`src/rtl/thd_pkg.sv`:
```
`default_nettype none

package thd_pkg;

  localparam int unsigned OP_W   = 3;
  localparam int unsigned DATA_W = 32;
  localparam int unsigned KEY_W  = 32;
  localparam int unsigned ST_W   = 3;
  localparam int unsigned CNT_W  = 5;

  typedef enum logic [OP_W-1:0] {
    OP_PUSH_FRONT = 3'd0,
    OP_PUSH_BACK  = 3'd1,
    OP_POP_FRONT  = 3'd2,
    OP_POP_BACK   = 3'd3,
    OP_FIND       = 3'd4
  } op_e;

  typedef enum logic [ST_W-1:0] {
    ST_OK    = 3'd0,
    ST_EMPTY = 3'd1,
    ST_FULL  = 3'd2,
    ST_MISS  = 3'd3,
    ST_NULL  = 3'd4
  } status_e;

  typedef enum logic [1:0] {
    S_IDLE,
    S_READ,
    S_SCAN,
    S_DONE
  } state_e;

endpackage

`default_nettype wire

```
`src/rtl/task_handle_deque.sv`:
```
// Channel   Handshake                      Payload
// request   in_valid_i / in_stall_o        op_i, handle_in_i, key_in_i
// result    out_valid_o / out_stall_i      handle_out_o, status_o, count_out_o
//
// A push, an unused op code, or a pop or find on an empty queue goes from S_IDLE to S_DONE,
// a pop passes through S_READ and a find through S_SCAN; from S_DONE the result enters the
// output register once it is free. The find scan reads one memory entry a cycle.
// One request is in work at a time; the next is taken the cycle after the result enters the
// output register, even while that result still waits on out_stall_i.
// Reset empties the queue at once; memory contents are not cleared.
`default_nettype none

module task_handle_deque #(
  parameter int unsigned DEPTH       = 16,
  parameter int unsigned HANDLE_BITS = 32
) (
  input  wire logic                        clk_i,
  input  wire logic                        rst_ni,
  input  wire logic                        in_valid_i,
  output logic                             in_stall_o,
  input  wire logic [thd_pkg::OP_W-1:0]    op_i,
  input  wire logic [thd_pkg::DATA_W-1:0]  handle_in_i,
  input  wire logic [thd_pkg::KEY_W-1:0]   key_in_i,
  output logic                             out_valid_o,
  input  wire logic                        out_stall_i,
  output logic [thd_pkg::DATA_W-1:0]       handle_out_o,
  output logic [thd_pkg::ST_W-1:0]         status_o,
  output logic [thd_pkg::CNT_W-1:0]        count_out_o
);
  import thd_pkg::*;

  localparam int unsigned HW = (HANDLE_BITS < DATA_W) ? HANDLE_BITS : DATA_W;
  localparam int unsigned PW = $clog2(DEPTH);
  localparam int unsigned CW = $clog2(DEPTH + 1);
  localparam int unsigned EW = KEY_W + HW;

  function automatic logic [PW-1:0] pos_next(input logic [PW-1:0] p);
    return (p == PW'(DEPTH - 1)) ? '0 : p + 1'b1;
  endfunction

  function automatic logic [PW-1:0] pos_prev(input logic [PW-1:0] p);
    return (p == '0) ? PW'(DEPTH - 1) : p - 1'b1;
  endfunction

  // Entry memory: key above, handle below.
  logic [EW-1:0] mem [DEPTH];
  logic [EW-1:0] rdata_q;
  logic          we, re;
  logic [PW-1:0] waddr, raddr;
  logic [EW-1:0] wdata;

  always_ff @(posedge clk_i) begin
    if (we) begin
      mem[waddr] <= wdata;
    end
    if (re) begin
      rdata_q <= mem[raddr];
    end
  end

  state_e        state_q, state_d;
  logic [PW-1:0] front_q, front_d, back_q, back_d, scan_pos_q, scan_pos_d;
  logic [CW-1:0] count_q, count_d, scan_idx_q, scan_idx_d;
  logic [KEY_W-1:0] key_q, key_d;
  logic [HW-1:0] res_handle_q, res_handle_d;
  status_e       res_status_q, res_status_d;
  logic          out_valid_q, out_valid_d;
  logic [HW-1:0] out_handle_q, out_handle_d;
  status_e       out_status_q, out_status_d;
  logic [CW-1:0] out_count_q, out_count_d;

  op_e           op;
  logic [HW-1:0] h_in;
  logic          is_empty, is_full, out_free, scan_hit, scan_end;

  assign op       = op_e'(op_i);
  assign h_in     = handle_in_i[HW-1:0];
  assign is_empty = (count_q == '0);
  assign is_full  = (count_q == CW'(DEPTH));
  assign out_free = !out_valid_q || !out_stall_i;
  assign scan_hit = (rdata_q[HW +: KEY_W] == key_q);
  assign scan_end = (scan_idx_q == count_q);

  // Next state.
  always_comb begin
    state_d = state_q;
    case (state_q)
      S_IDLE: begin
        if (in_valid_i) begin
          case (op)
            OP_POP_FRONT, OP_POP_BACK: state_d = is_empty ? S_DONE : S_READ;
            OP_FIND:                   state_d = is_empty ? S_DONE : S_SCAN;
            default:                   state_d = S_DONE;
          endcase
        end
      end
      S_READ: state_d = S_DONE;
      S_SCAN: begin
        if (scan_hit || scan_end) begin
          state_d = S_DONE;
        end
      end
      S_DONE: begin
        if (out_free) begin
          state_d = S_IDLE;
        end
      end
      default: state_d = S_IDLE;
    endcase
  end

  // Datapath and memory control.
  always_comb begin
    front_d      = front_q;
    back_d       = back_q;
    count_d      = count_q;
    scan_pos_d   = scan_pos_q;
    scan_idx_d   = scan_idx_q;
    key_d        = key_q;
    res_handle_d = res_handle_q;
    res_status_d = res_status_q;
    out_valid_d  = out_valid_q && out_stall_i;
    out_handle_d = out_handle_q;
    out_status_d = out_status_q;
    out_count_d  = out_count_q;
    we           = 1'b0;
    waddr        = back_q;
    wdata        = {key_in_i, h_in};
    re           = 1'b0;
    raddr        = front_q;

    case (state_q)
      S_IDLE: begin
        if (in_valid_i) begin
          res_handle_d = '0;
          res_status_d = ST_OK;
          case (op)
            OP_PUSH_FRONT, OP_PUSH_BACK: begin
              if (h_in == '0) begin
                res_status_d = ST_NULL;
              end else if (is_full) begin
                res_status_d = ST_FULL;
              end else begin
                we      = 1'b1;
                count_d = count_q + 1'b1;
                if (op == OP_PUSH_FRONT) begin
                  waddr   = pos_prev(front_q);
                  front_d = pos_prev(front_q);
                end else begin
                  waddr  = back_q;
                  back_d = pos_next(back_q);
                end
              end
            end
            OP_POP_FRONT: begin
              if (is_empty) begin
                res_status_d = ST_EMPTY;
              end else begin
                re      = 1'b1;
                raddr   = front_q;
                front_d = pos_next(front_q);
                count_d = count_q - 1'b1;
              end
            end
            OP_POP_BACK: begin
              if (is_empty) begin
                res_status_d = ST_EMPTY;
              end else begin
                re      = 1'b1;
                raddr   = pos_prev(back_q);
                back_d  = pos_prev(back_q);
                count_d = count_q - 1'b1;
              end
            end
            OP_FIND: begin
              key_d        = key_in_i;
              res_status_d = ST_MISS;
              if (!is_empty) begin
                re         = 1'b1;
                raddr      = front_q;
                scan_pos_d = pos_next(front_q);
                scan_idx_d = CW'(1);
              end
            end
            default: ;
          endcase
        end
      end
      S_READ: begin
        res_handle_d = rdata_q[HW-1:0];
      end
      S_SCAN: begin
        if (scan_hit) begin
          res_handle_d = rdata_q[HW-1:0];
          res_status_d = ST_OK;
        end else if (!scan_end) begin
          re         = 1'b1;
          raddr      = scan_pos_q;
          scan_pos_d = pos_next(scan_pos_q);
          scan_idx_d = scan_idx_q + 1'b1;
        end
      end
      S_DONE: begin
        if (out_free) begin
          out_valid_d  = 1'b1;
          out_handle_d = res_handle_q;
          out_status_d = res_status_q;
          out_count_d  = count_q;
        end
      end
      default: ;
    endcase
  end

  always_ff @(posedge clk_i or negedge rst_ni) begin
    if (!rst_ni) begin
      state_q     <= S_IDLE;
      front_q     <= '0;
      back_q      <= '0;
      count_q     <= '0;
      out_valid_q <= 1'b0;
    end else begin
      state_q     <= state_d;
      front_q     <= front_d;
      back_q      <= back_d;
      count_q     <= count_d;
      out_valid_q <= out_valid_d;
    end
  end

  always_ff @(posedge clk_i) begin
    scan_pos_q   <= scan_pos_d;
    scan_idx_q   <= scan_idx_d;
    key_q        <= key_d;
    res_handle_q <= res_handle_d;
    res_status_q <= res_status_d;
    out_handle_q <= out_handle_d;
    out_status_q <= out_status_d;
    out_count_q  <= out_count_d;
  end

  assign in_stall_o   = (state_q != S_IDLE);
  assign out_valid_o  = out_valid_q;
  assign handle_out_o = DATA_W'(out_handle_q);
  assign status_o     = out_status_q;
  assign count_out_o  = CNT_W'(out_count_q);

endmodule

`default_nettype wire

```
`config.mk`:
```
export PLATFORM = sky130hd
export DESIGN_NAME = task_handle_deque
export DESIGN_NICKNAME = d
export VERILOG_FILES = /design/src/rtl/thd_pkg.sv /design/src/rtl/task_handle_deque.sv
export SDC_FILE = /design/constraint.sdc
export NUM_CORES = 1
export LEC_CHECK = 0
export BUFFER_PORTS_ARGS = -buffer_cell sky130_fd_sc_hd__buf_2
export CORE_ASPECT_RATIO = 0.9
export CORE_MARGIN = 2
export CORE_UTILIZATION = 60
export DETAILED_ROUTE_END_ITERATION = 12
export PLACE_DENSITY = 0.81
export SLEW_MARGIN = 40
export SYNTH_ARGS = -nofsm -noshare
export SYNTH_HDL_FRONTEND = slang
export SYNTH_SLANG_ARGS = --single-unit
```
`constraint.sdc`:
```
create_clock -name clk_i -period 10.8 [get_ports clk_i]
set_input_delay 1.08 -clock clk_i [delete_from_list [all_inputs] [get_ports clk_i]]
set_output_delay 1.08 -clock clk_i [all_outputs]
set_load 0.01 [all_outputs]
```
### Word-level counts from Yosys, hierarchy flattened

Memories as Yosys holds them, arrays and structs flattened. A register that Yosys moved wholly into a read port is not among the register bits.
Index checks and enable logic that the tools add are counted.

* bits in registers: 132
* RAM bits: 1024
* bits of input ports: 71
* output and inout bits: 42
* word-level logic and storage cells: 153
* memories: 1

Memories
* mem: words 16, bits a word 64, read ports 1, clocked after memory_dff 1, write ports 1, line task_handle_deque.sv:46 `logic [EW-1:0] mem [DEPTH];`

* $add $sub $neg: 8
* eq/ne operators: 28
* mux-type cells: 74
* reduce and logical (&&, ||, !) cells: 29

Operators by type and width (count)
* two-way mux 4 bit: 28
* one-hot mux 32 bit (3 select lines): 1
* two-way mux 32 bit: 2
* two-way mux 5 bit: 8
* equality test 32 bit: 1
* logical NOT 32 bit: 1
* one-hot mux 4 bit (2 select lines): 4
* inequality test 2 bit (second input constant): 15
* one-hot mux 5 bit (2 select lines): 2
* two-way mux 1 bit: 16
* AND reduction 7 bit: 2
* adder 4 x 1 -> 4 bit (second input constant): 3
* equality test 4 bit (second input constant): 3
* AND reduction 3 bit: 4
* AND reduction 6 bit: 2
* adder 5 x 1 -> 5 bit (second input constant): 2
* two-way mux 2 bit: 5
* nonzero test 2 bit: 5
* two-way mux 3 bit: 3
* one-hot mux 3 bit (3 select lines): 1
* logical NOT 4 bit: 2
* one-hot mux 2 bit (4 select lines): 1
* subtractor 4 x 1 -> 4 bit (second input constant): 2
* equality test 3 x 2 -> 1 bit (second input constant): 2
* 20 further kinds: 24

### Logic depth before layout (Yosys ltp)

Gate-level depths: netlist (run 1).

* word-level depth: 8
* gate-level depth with buffers: 12
* mapped depth without buffers: 10

### Least setup slack after synthesis (run 1)

No wires, ideal clock.

* path kind: input-to-reg
* from: in handle_in_i[24] (netlist name)
* to: mem mem[0][0] (netlist name) (enable)
* setup time: 486 ps
* arrival: 4942 ps
* required time: 10314 ps
* setup slack: 5372 ps
* cell stages on the path: 8
* buffers on the path: 0
* cell sequence: nor4_1 nand4_1 nor2_1 a21oi_1 nand3_1 mux2i_1 nand2_1 nor2_1

* longest elaborated chain between the ends: 7
* elaborated cells between the ends (all ways): 11
* those cells by class: mux (10); reduce/logical (1)

RTL lines
* start, declared: line task_handle_deque.sv:22 `input wire logic [thd_pkg::DATA_W-1:0] handle_in_i,`
* logical NOT 32 bit (*): line task_handle_deque.sv:139 `if (h_in == '0) begin`
* two-way mux 1 bit: line task_handle_deque.sv:139
* two-way mux 1 bit: line task_handle_deque.sv:137 `case (op)`
* two-way mux 1 bit: line task_handle_deque.sv:134 `if (in_valid_i) begin`
* two-way mux 1 bit: line task_handle_deque.sv:132 `case (state_q)`
* two-way mux 1 bit: line task_handle_deque.sv:53 `if (we) begin`
* two-way mux 1 bit (implied by the code): line task_handle_deque.sv:54 `mem[waddr] <= wdata;`
* end, declared: line task_handle_deque.sv:46

Mark *: on every way between the ends. The rest lies on a longest branch, timed or not.

### Final worst setup path (run 1)

* from: reg key_q[5]
* to: reg rdata_q[41], read port of mem, data pin

* longest elaborated chain between the ends: 3
* elaborated cells between the ends (all ways): 5
* those cells by class: eq/ne (1); mux (4)

RTL lines
* start, declared: line task_handle_deque.sv:64 `logic [KEY_W-1:0] key_q, key_d;`
* start signal, assigned: line task_handle_deque.sv:234 `key_q <= key_d;`
* equality test 32 bit (*): line task_handle_deque.sv:81 `assign scan_hit = (rdata_q[HW +: KEY_W] == key_q);`
* two-way mux 4 bit or two-way mux 1 bit (tied branches): line task_handle_deque.sv:193 `if (scan_hit) begin`
* one-hot mux 4 bit (2 select lines) or one-hot mux 1 bit (2 select lines) (tied branches): line task_handle_deque.sv:132
* end, declared: line task_handle_deque.sv:47 `logic [EW-1:0] rdata_q;`

Marked as above.
A chain may end at the register's enable or synchronous reset.

==> results.cfg, run 1 <==
[sta]
shortest_clock_period_the_worst_path_allows_after_layout_ps = 5620
timing_max_transition_violations_final = 0
report.final.setup_viol = 0
fmaxAchievable_mhz = 178
final.hold.worst_slack_ps = 323
tightest_slew_ps = 814
relSlewSlack = 0.452
grt_setup_unrepaired = no
worst_clock_skew_ps = 26.1
fin_crit_sh = 0.520
finalSetupTns_ps = 0
report.final.hold_viol_count = 0

[clock_network]
cts_inserted_buffers = 112
post_cts_buffers = 0
cts_max_path_buffers = 3
clk_latency_ps = 700
cts_htree_levels = 3
cts_hold_buffers = 0
tritoncts_sink_count = 1220
cts.root.buffer_cell = sky130_fd_sc_hd__clkbuf_16
worst_setup_hold_path_clk_slew_ps = 70
cts_tree = built
post_cts_resize_count = 0

[global_route]
track_usage = 0.287
largest_net_degree_at_the_start_of_global_routing = 73
initial_antenna_violation_count = 13
wire_length_of_the_first_global_routing_pass_um = 161000
grt_pass1_vias = 23900
grt-ovfl-total = 0

[place]
portBuffers = 112
finalWeightedCongestion = 0.782
detailed_place_hpwl_um = 53100

[finish]
final_cell_mix = 1204 x sky130_fd_sc_hd__edfxtp_1, 256 x sky130_fd_sc_hd__mux4_2, 128 x sky130_fd_sc_hd__a22oi_1
final.fill_count = 4427
fraction_of_final_layout_cells_with_drive_strength_greater_than_1 = 0.267
fin_nets = 2338
layout_commonest_cell = sky130_fd_sc_hd__edfxtp_1
flow.area_growth_from_synthesis_pct = 12.6

[drt]
detail_route.first_pass.iterations = 5
detail_route.wl_per_cell_um = 32.7
detailedRoute.firstIterationViolations = 3335
vias_per_cell = 6.73
via_count = 22800
number_of_nets_with_antenna_violations_after_detailed_routing = 0
detail_route.drc_violations = 0
detail_route.wirelength_um = 111000

[floorplanning]
design.die.area_um2 = 79200
die_x_um = 296
floorplan.core_area_um2 = 76200
initial_core_util = 0.606
die-height_um = 267
io_pins = 113
rows = 96

[synth]
syn_nets = 2161
synth_sequential_area_ratio = 0.792
synth-warning-count = 0
syn-mean-instance-area_um2 = 22.2
synth_edf_count = 1204
asyncSetResetFlopFracSynth = 0.0131
post_syn_instances = 2076
synthesized_flop_and_latch_total = 1220
post_synth_num_cell_types = 57
syn_area_um2 = 46100
top_flip_flop_cell_by_instance_count_after_synthesis = sky130_fd_sc_hd__edfxtp_1

[power_and_ir_drop]
p_switching_mw = 4.77
combinationalPowerShare = 0.334
fraction_of_power_consumed_by_the_clock_network = 0.267
pwr-share-seq = 0.398
cellInternalPower_mw = 10.3
power_leakage_nw = 16.7
ir_worst_vdd_mv = 0.297
power_density_nw_per_um2 = 291
netSwitchingFraction = 0.316

[job]
maxCapViolations = 0

[worst_hold_path]
timing.hold.worst.class = in -> async

[setup_path]
worst-setup-path-type = reg -> reg
required_ps = 11230
worst_setup_path_start_kind = flip-flop
timing.critical_path.arrival_ps = 6040
timing.critical_path.fanout_max = 57
cp_endpoint_kind = flip-flop

[run_status]
run_status = finished clean
stage by stage:
step                      power (mW)   util  setup slack [ps]  instances  area (um^2)
after floorplan                 9.66      -              5370       2076        46100
after global placement          10.7  0.630              5240       3163        48000
after detailed placement        11.0  0.632              5110       3167        48100
after CTS                       15.1  0.681              5160       3376        51900
after global routing            15.6  0.682              5120       3382        51900
final                           15.1  0.682              5180       3384        52000
cell usage after synthesis (13+ instances only):
library cell / instances / area, um^2
sky130_fd_sc_hd__a21oi_1: 20 / 100
sky130_fd_sc_hd__a22oi_1: 128 / 961
sky130_fd_sc_hd__and2_1: 38 / 238
sky130_fd_sc_hd__buf_2: 30 / 150
sky130_fd_sc_hd__buf_4: 16 / 120
sky130_fd_sc_hd__clkbuf_1: 37 / 139
sky130_fd_sc_hd__dfrtp_1: 16 / 400
sky130_fd_sc_hd__edfxtp_1: 1204 / 36200
sky130_fd_sc_hd__ha_1: 13 / 163
sky130_fd_sc_hd__mux4_2: 256 / 5770
sky130_fd_sc_hd__nand2_1: 90 / 338
sky130_fd_sc_hd__nor2_1: 44 / 165
sky130_fd_sc_hd__nor4_1: 16 / 100
sky130_fd_sc_hd__xnor2_1: 14 / 123
sky130_fd_sc_hd__xor2_1: 39 / 342
state kept, by name (all words and copies together), names as in the netlist:
| register | cells |
|---|---|
| handle_out_o | 32 |
| mem | 1024 |
| res_handle_q | 32 |
| count_out_o | 5 |
| front_q | 4 |
| rdata_q | 64 |
| back_q | 4 |
| count_q | 5 |
| state_q | 2 |
| key_q | 32 |
| out_valid_o | 1 |
| status_o | 3 |
| res_status_q | 3 |
| scan_pos_q | 4 |
| scan_idx_q | 5 |
logic make-up after synthesis:
kind of cell | share of synthesized area
AO/OA/AOI/OAI | 0.0310
XOR/XNOR | 0.0101
adder cells (fa/ha/maj) | 0.00396
buffers and inverters | 0.0122
flip-flops | 0.792
multiplexers | 0.128
AND/OR/NAND/NOR | 0.0229
final cells by class:
cell class | instances | area [um^2] | area share
Clock buffer | 132 | 2940 | 0.0566
Timing Repair Buffer | 157 | 1060 | 0.0204
Inverter | 10 | 37.5 | 0.000723
Clock inverter | 77 | 793 | 0.0153
Antenna cell | 7 | 17.5 | 0.000337
Multi-Input combinational cell | 752 | 9260 | 0.178
Sequential cell | 1220 | 36600 | 0.704
Tap cell | 1029 | 1290 | 0.0248
path summary, 6_finish.rpt:
path | end | startpoint | cells past startpoint | slack [ps]
min | out_valid_o | rst_ni | 1 | 320
min in group clk_i | handle_out_o[11] | res_handle_q[11] | 0 | 420
max reg2reg | rdata_q[41] | key_q[5] | 11 | 5180
min reg2reg | handle_out_o[11] | res_handle_q[11] | 0 | 420
max in group asynchronous | count_q[4] | rst_ni | 1 | 10180
max | rdata_q[41] | key_q[5] | 11 | 5180
power by group through the flow:
stage | logic, mW | registers (mW) | clock network, mW
after floorplan | 3.59 | 6.07 | 0
after global placement | 4.66 | 6.08 | 0
after detailed placement | 4.87 | 6.10 | 0
after CTS | 5.01 | 6.01 | 4.06
after global routing | 5.33 | 6.04 | 4.22
final | 5.05 | 6.01 | 4.04
layer usage:
| metal | track usage | part of all wire | vias up |
|---|---|---|---|
| li1 | - | - | 9070 |
| met1 | 0.380 | 0.35 | 11800 |
| met2 | 0.473 | 0.51 | 1635 |
| met3 | 0.0637 | 0.11 | 306 |
| met4 | 0.111 | 0.039 | 10 |
| met5 | 0 | 0.00061 | - |
worst max-delay path: stages, from the launching register on:
cell                       delay [ps]
sky130_fd_sc_hd__edfxtp_1         390
sky130_fd_sc_hd__xor2_1           280
sky130_fd_sc_hd__nor4_1           680
sky130_fd_sc_hd__nand4_1          610
sky130_fd_sc_hd__o211ai_1         350
sky130_fd_sc_hd__o21ai_0          190
sky130_fd_sc_hd__a221oi_4         650
sky130_fd_sc_hd__buf_6            570
sky130_fd_sc_hd__buf_4            730
sky130_fd_sc_hd__mux4_2           410
sky130_fd_sc_hd__a22oi_1          240
sky130_fd_sc_hd__nand2_1          120
No activity file was read; power rests on OpenSTA's default activity.
==> inputs of run 2 (changes only) <==
==> constraint.sdc (replaced) <==
create_clock -name clk_i -period 5.78 [get_ports clk_i]
set_input_delay 0.578 -clock clk_i [delete_from_list [all_inputs] [get_ports clk_i]]
set_output_delay 0.578 -clock clk_i [all_outputs]
set_load 0.01 [all_outputs]
==> results.cfg, run 2 (synthesis results as in run 1) <==
[sta]
final.hold.worst_slack_ps = 174
fmaxAchievable_mhz = 212
relSlewSlack = 0.431
report.final.hold_viol_count = 0
tightest_slew_ps = 853
worst_clock_skew_ps = 34.0
report.final.setup_viol = 0
finalSetupTns_ps = 0
grt_setup_unrepaired = no
timing_max_transition_violations_final = 0
fin_crit_sh = 0.818
shortest_clock_period_the_worst_path_allows_after_layout_ps = 4730

[global_route]
grt_pass1_vias = 24000
grt-ovfl-total = 0
initial_antenna_violation_count = 13
track_usage = 0.292
wire_length_of_the_first_global_routing_pass_um = 165000
largest_net_degree_at_the_start_of_global_routing = 91

[worst_hold_path]
hold_depth = 2
timing.hold.worst.class = in -> reg

[drt]
detailedRoute.firstIterationViolations = 3485
via_count = 23100
detail_route.wl_per_cell_um = 33.3
number_of_nets_with_antenna_violations_after_detailed_routing = 0
detail_route.wirelength_um = 113000
vias_per_cell = 6.82
detail_route.drc_violations = 0
detail_route.first_pass.iterations = 5

[place]
placed_cells = 3176
detailed_place_hpwl_um = 54200
instance_area_at_placement_um2 = 48400
finalWeightedCongestion = 0.834
portBuffers = 112

[finish]
max_flop_register = mem
postLayoutCellArea_um2 = 51900
layout_commonest_cell = sky130_fd_sc_hd__edfxtp_1
fin_nets = 2347
final.fill_count = 4359
biggestRegsByFlops = mem (1024), rdata_q (64)
fin_cells = 3381
largest_register_ff_count = 1024
final_cell_mix = 1204 x sky130_fd_sc_hd__edfxtp_1, 256 x sky130_fd_sc_hd__mux4_2, 128 x sky130_fd_sc_hd__a22oi_1
fraction_of_final_layout_cells_with_drive_strength_greater_than_1 = 0.261
flow.area_growth_from_synthesis_pct = 12.5
post-route-util = 0.682

[setup_path]
timing.critical_path.arrival_ps = 5080
cp_endpoint_kind = flip-flop
r2r_cells = 10
worst_setup_path_start_kind = flip-flop
required_ps = 6130
worst-setup-path-type = reg -> reg
timing.critical_path.fanout_max = 82

[clock_network]
worst_setup_hold_path_clk_slew_ps = 60
tritoncts_sink_count = 1220
cts_htree_levels = 3
clk_latency_ps = 690
cts.root.buffer_cell = sky130_fd_sc_hd__clkbuf_16
cts_inserted_buffers = 112
post_cts_resize_count = 0
cts_max_path_buffers = 3
cts_tree = built

[floorplanning]
die-height_um = 267
rows = 96
design.die.area_um2 = 79200
io_pins = 113
floorplan.core_area_um2 = 76200
initial_core_util = 0.606
die_x_um = 296

[power_and_ir_drop]
power_leakage_nw = 16.6
power_density_nw_per_um2 = 535
ir_worst_vdd_mv = 0.717

[job]
maxCapViolations = 0

[run_status]
run_status = finished clean
==> run 2: cell count changes in the layout (fill, tap and decap cells not counted), moves of 4 or more <==
| cell | previous run | this run |
|---|---|---|
| sky130_fd_sc_hd__buf_12 | 1 | 24 |
| sky130_fd_sc_hd__bufinv_16 | 15 | 7 |
| sky130_fd_sc_hd__clkinv_2 | 31 | 17 |
| sky130_fd_sc_hd__buf_6 | 17 | 1 |
| sky130_fd_sc_hd__clkbuf_1 | 17 | 31 |
| sky130_fd_sc_hd__diode_2 | 7 | 3 |
==> run 2: path summary, 6_finish.rpt <==
kind | from | endpoint | slack (ps)
min reg2reg | res_status_q[1] | status_o[1] | 420
max in group asynchronous | rst_ni | count_q[2] | 5130
min in group asynchronous | rst_ni | back_q[2] | 360
min | out_stall_i | out_valid_o | 170
max reg2reg | key_q[4] | rdata_q[37] | 1050
max | key_q[4] | rdata_q[37] | 1050
==> run 2: metrics by stage <==
step	worst slack [ps]	total power [mW]
2_1_floorplan	854	18.0
3_3_place_gp	1190	20.2
3_5_place_dp	1280	20.5
4_1_cts	1150	27.8
5_1_grt	967	28.7
6_report	1050	27.8
==> run 2: report_power, final <==
group | leakage, nW | internal (mW) | switching (mW)
registers | 11.1 | 10.9 | 0.388
logic | 3.78 | 4.17 | 5.24
clock network | 1.68 | 3.93 | 3.18
==> run 2: timing repair <==
item / CTS / global route
setup buffers: 0 / 0
hold endpoints to repair: 16 / 0
hold buffers: 1 / 0
==> run 2: area by class of cell <==
cell class	instances	area (um^2)	share of cell area
sequential	1220	36600	0.704
multi-input combinational	752	9240	0.178
clock buffer	145	2970	0.0572
timing repair buffer	166	1310	0.0252
tap	1029	1290	0.0248
clock inverter	56	502	0.00967
inverter	10	37.5	0.000723
antenna	3	7.51	0.000145
==> run 2: worst max-delay path, cell delays in order, from the launching register on <==
cell and delay, ps:
sky130_fd_sc_hd__edfxtp_1 380, sky130_fd_sc_hd__xor2_1 210, sky130_fd_sc_hd__nor4_1 670, sky130_fd_sc_hd__nand4_1 430, sky130_fd_sc_hd__o211ai_1 280, sky130_fd_sc_hd__o21ai_0 180
sky130_fd_sc_hd__a221oi_4 720, sky130_fd_sc_hd__buf_12 450, sky130_fd_sc_hd__mux4_2 410, sky130_fd_sc_hd__a22oi_1 280, sky130_fd_sc_hd__nand2_1 270
==> run 2: routing by layer <==
metal	track usage	share of wire	routed length (um)	vias up
met5	0	0.00058	65	-
met2	0.477	0.50	56400	1746
li1	-	-	-	9063
met3	0.0655	0.11	12700	310
met1	0.393	0.35	39300	11900
met4	0.107	0.036	4110	10
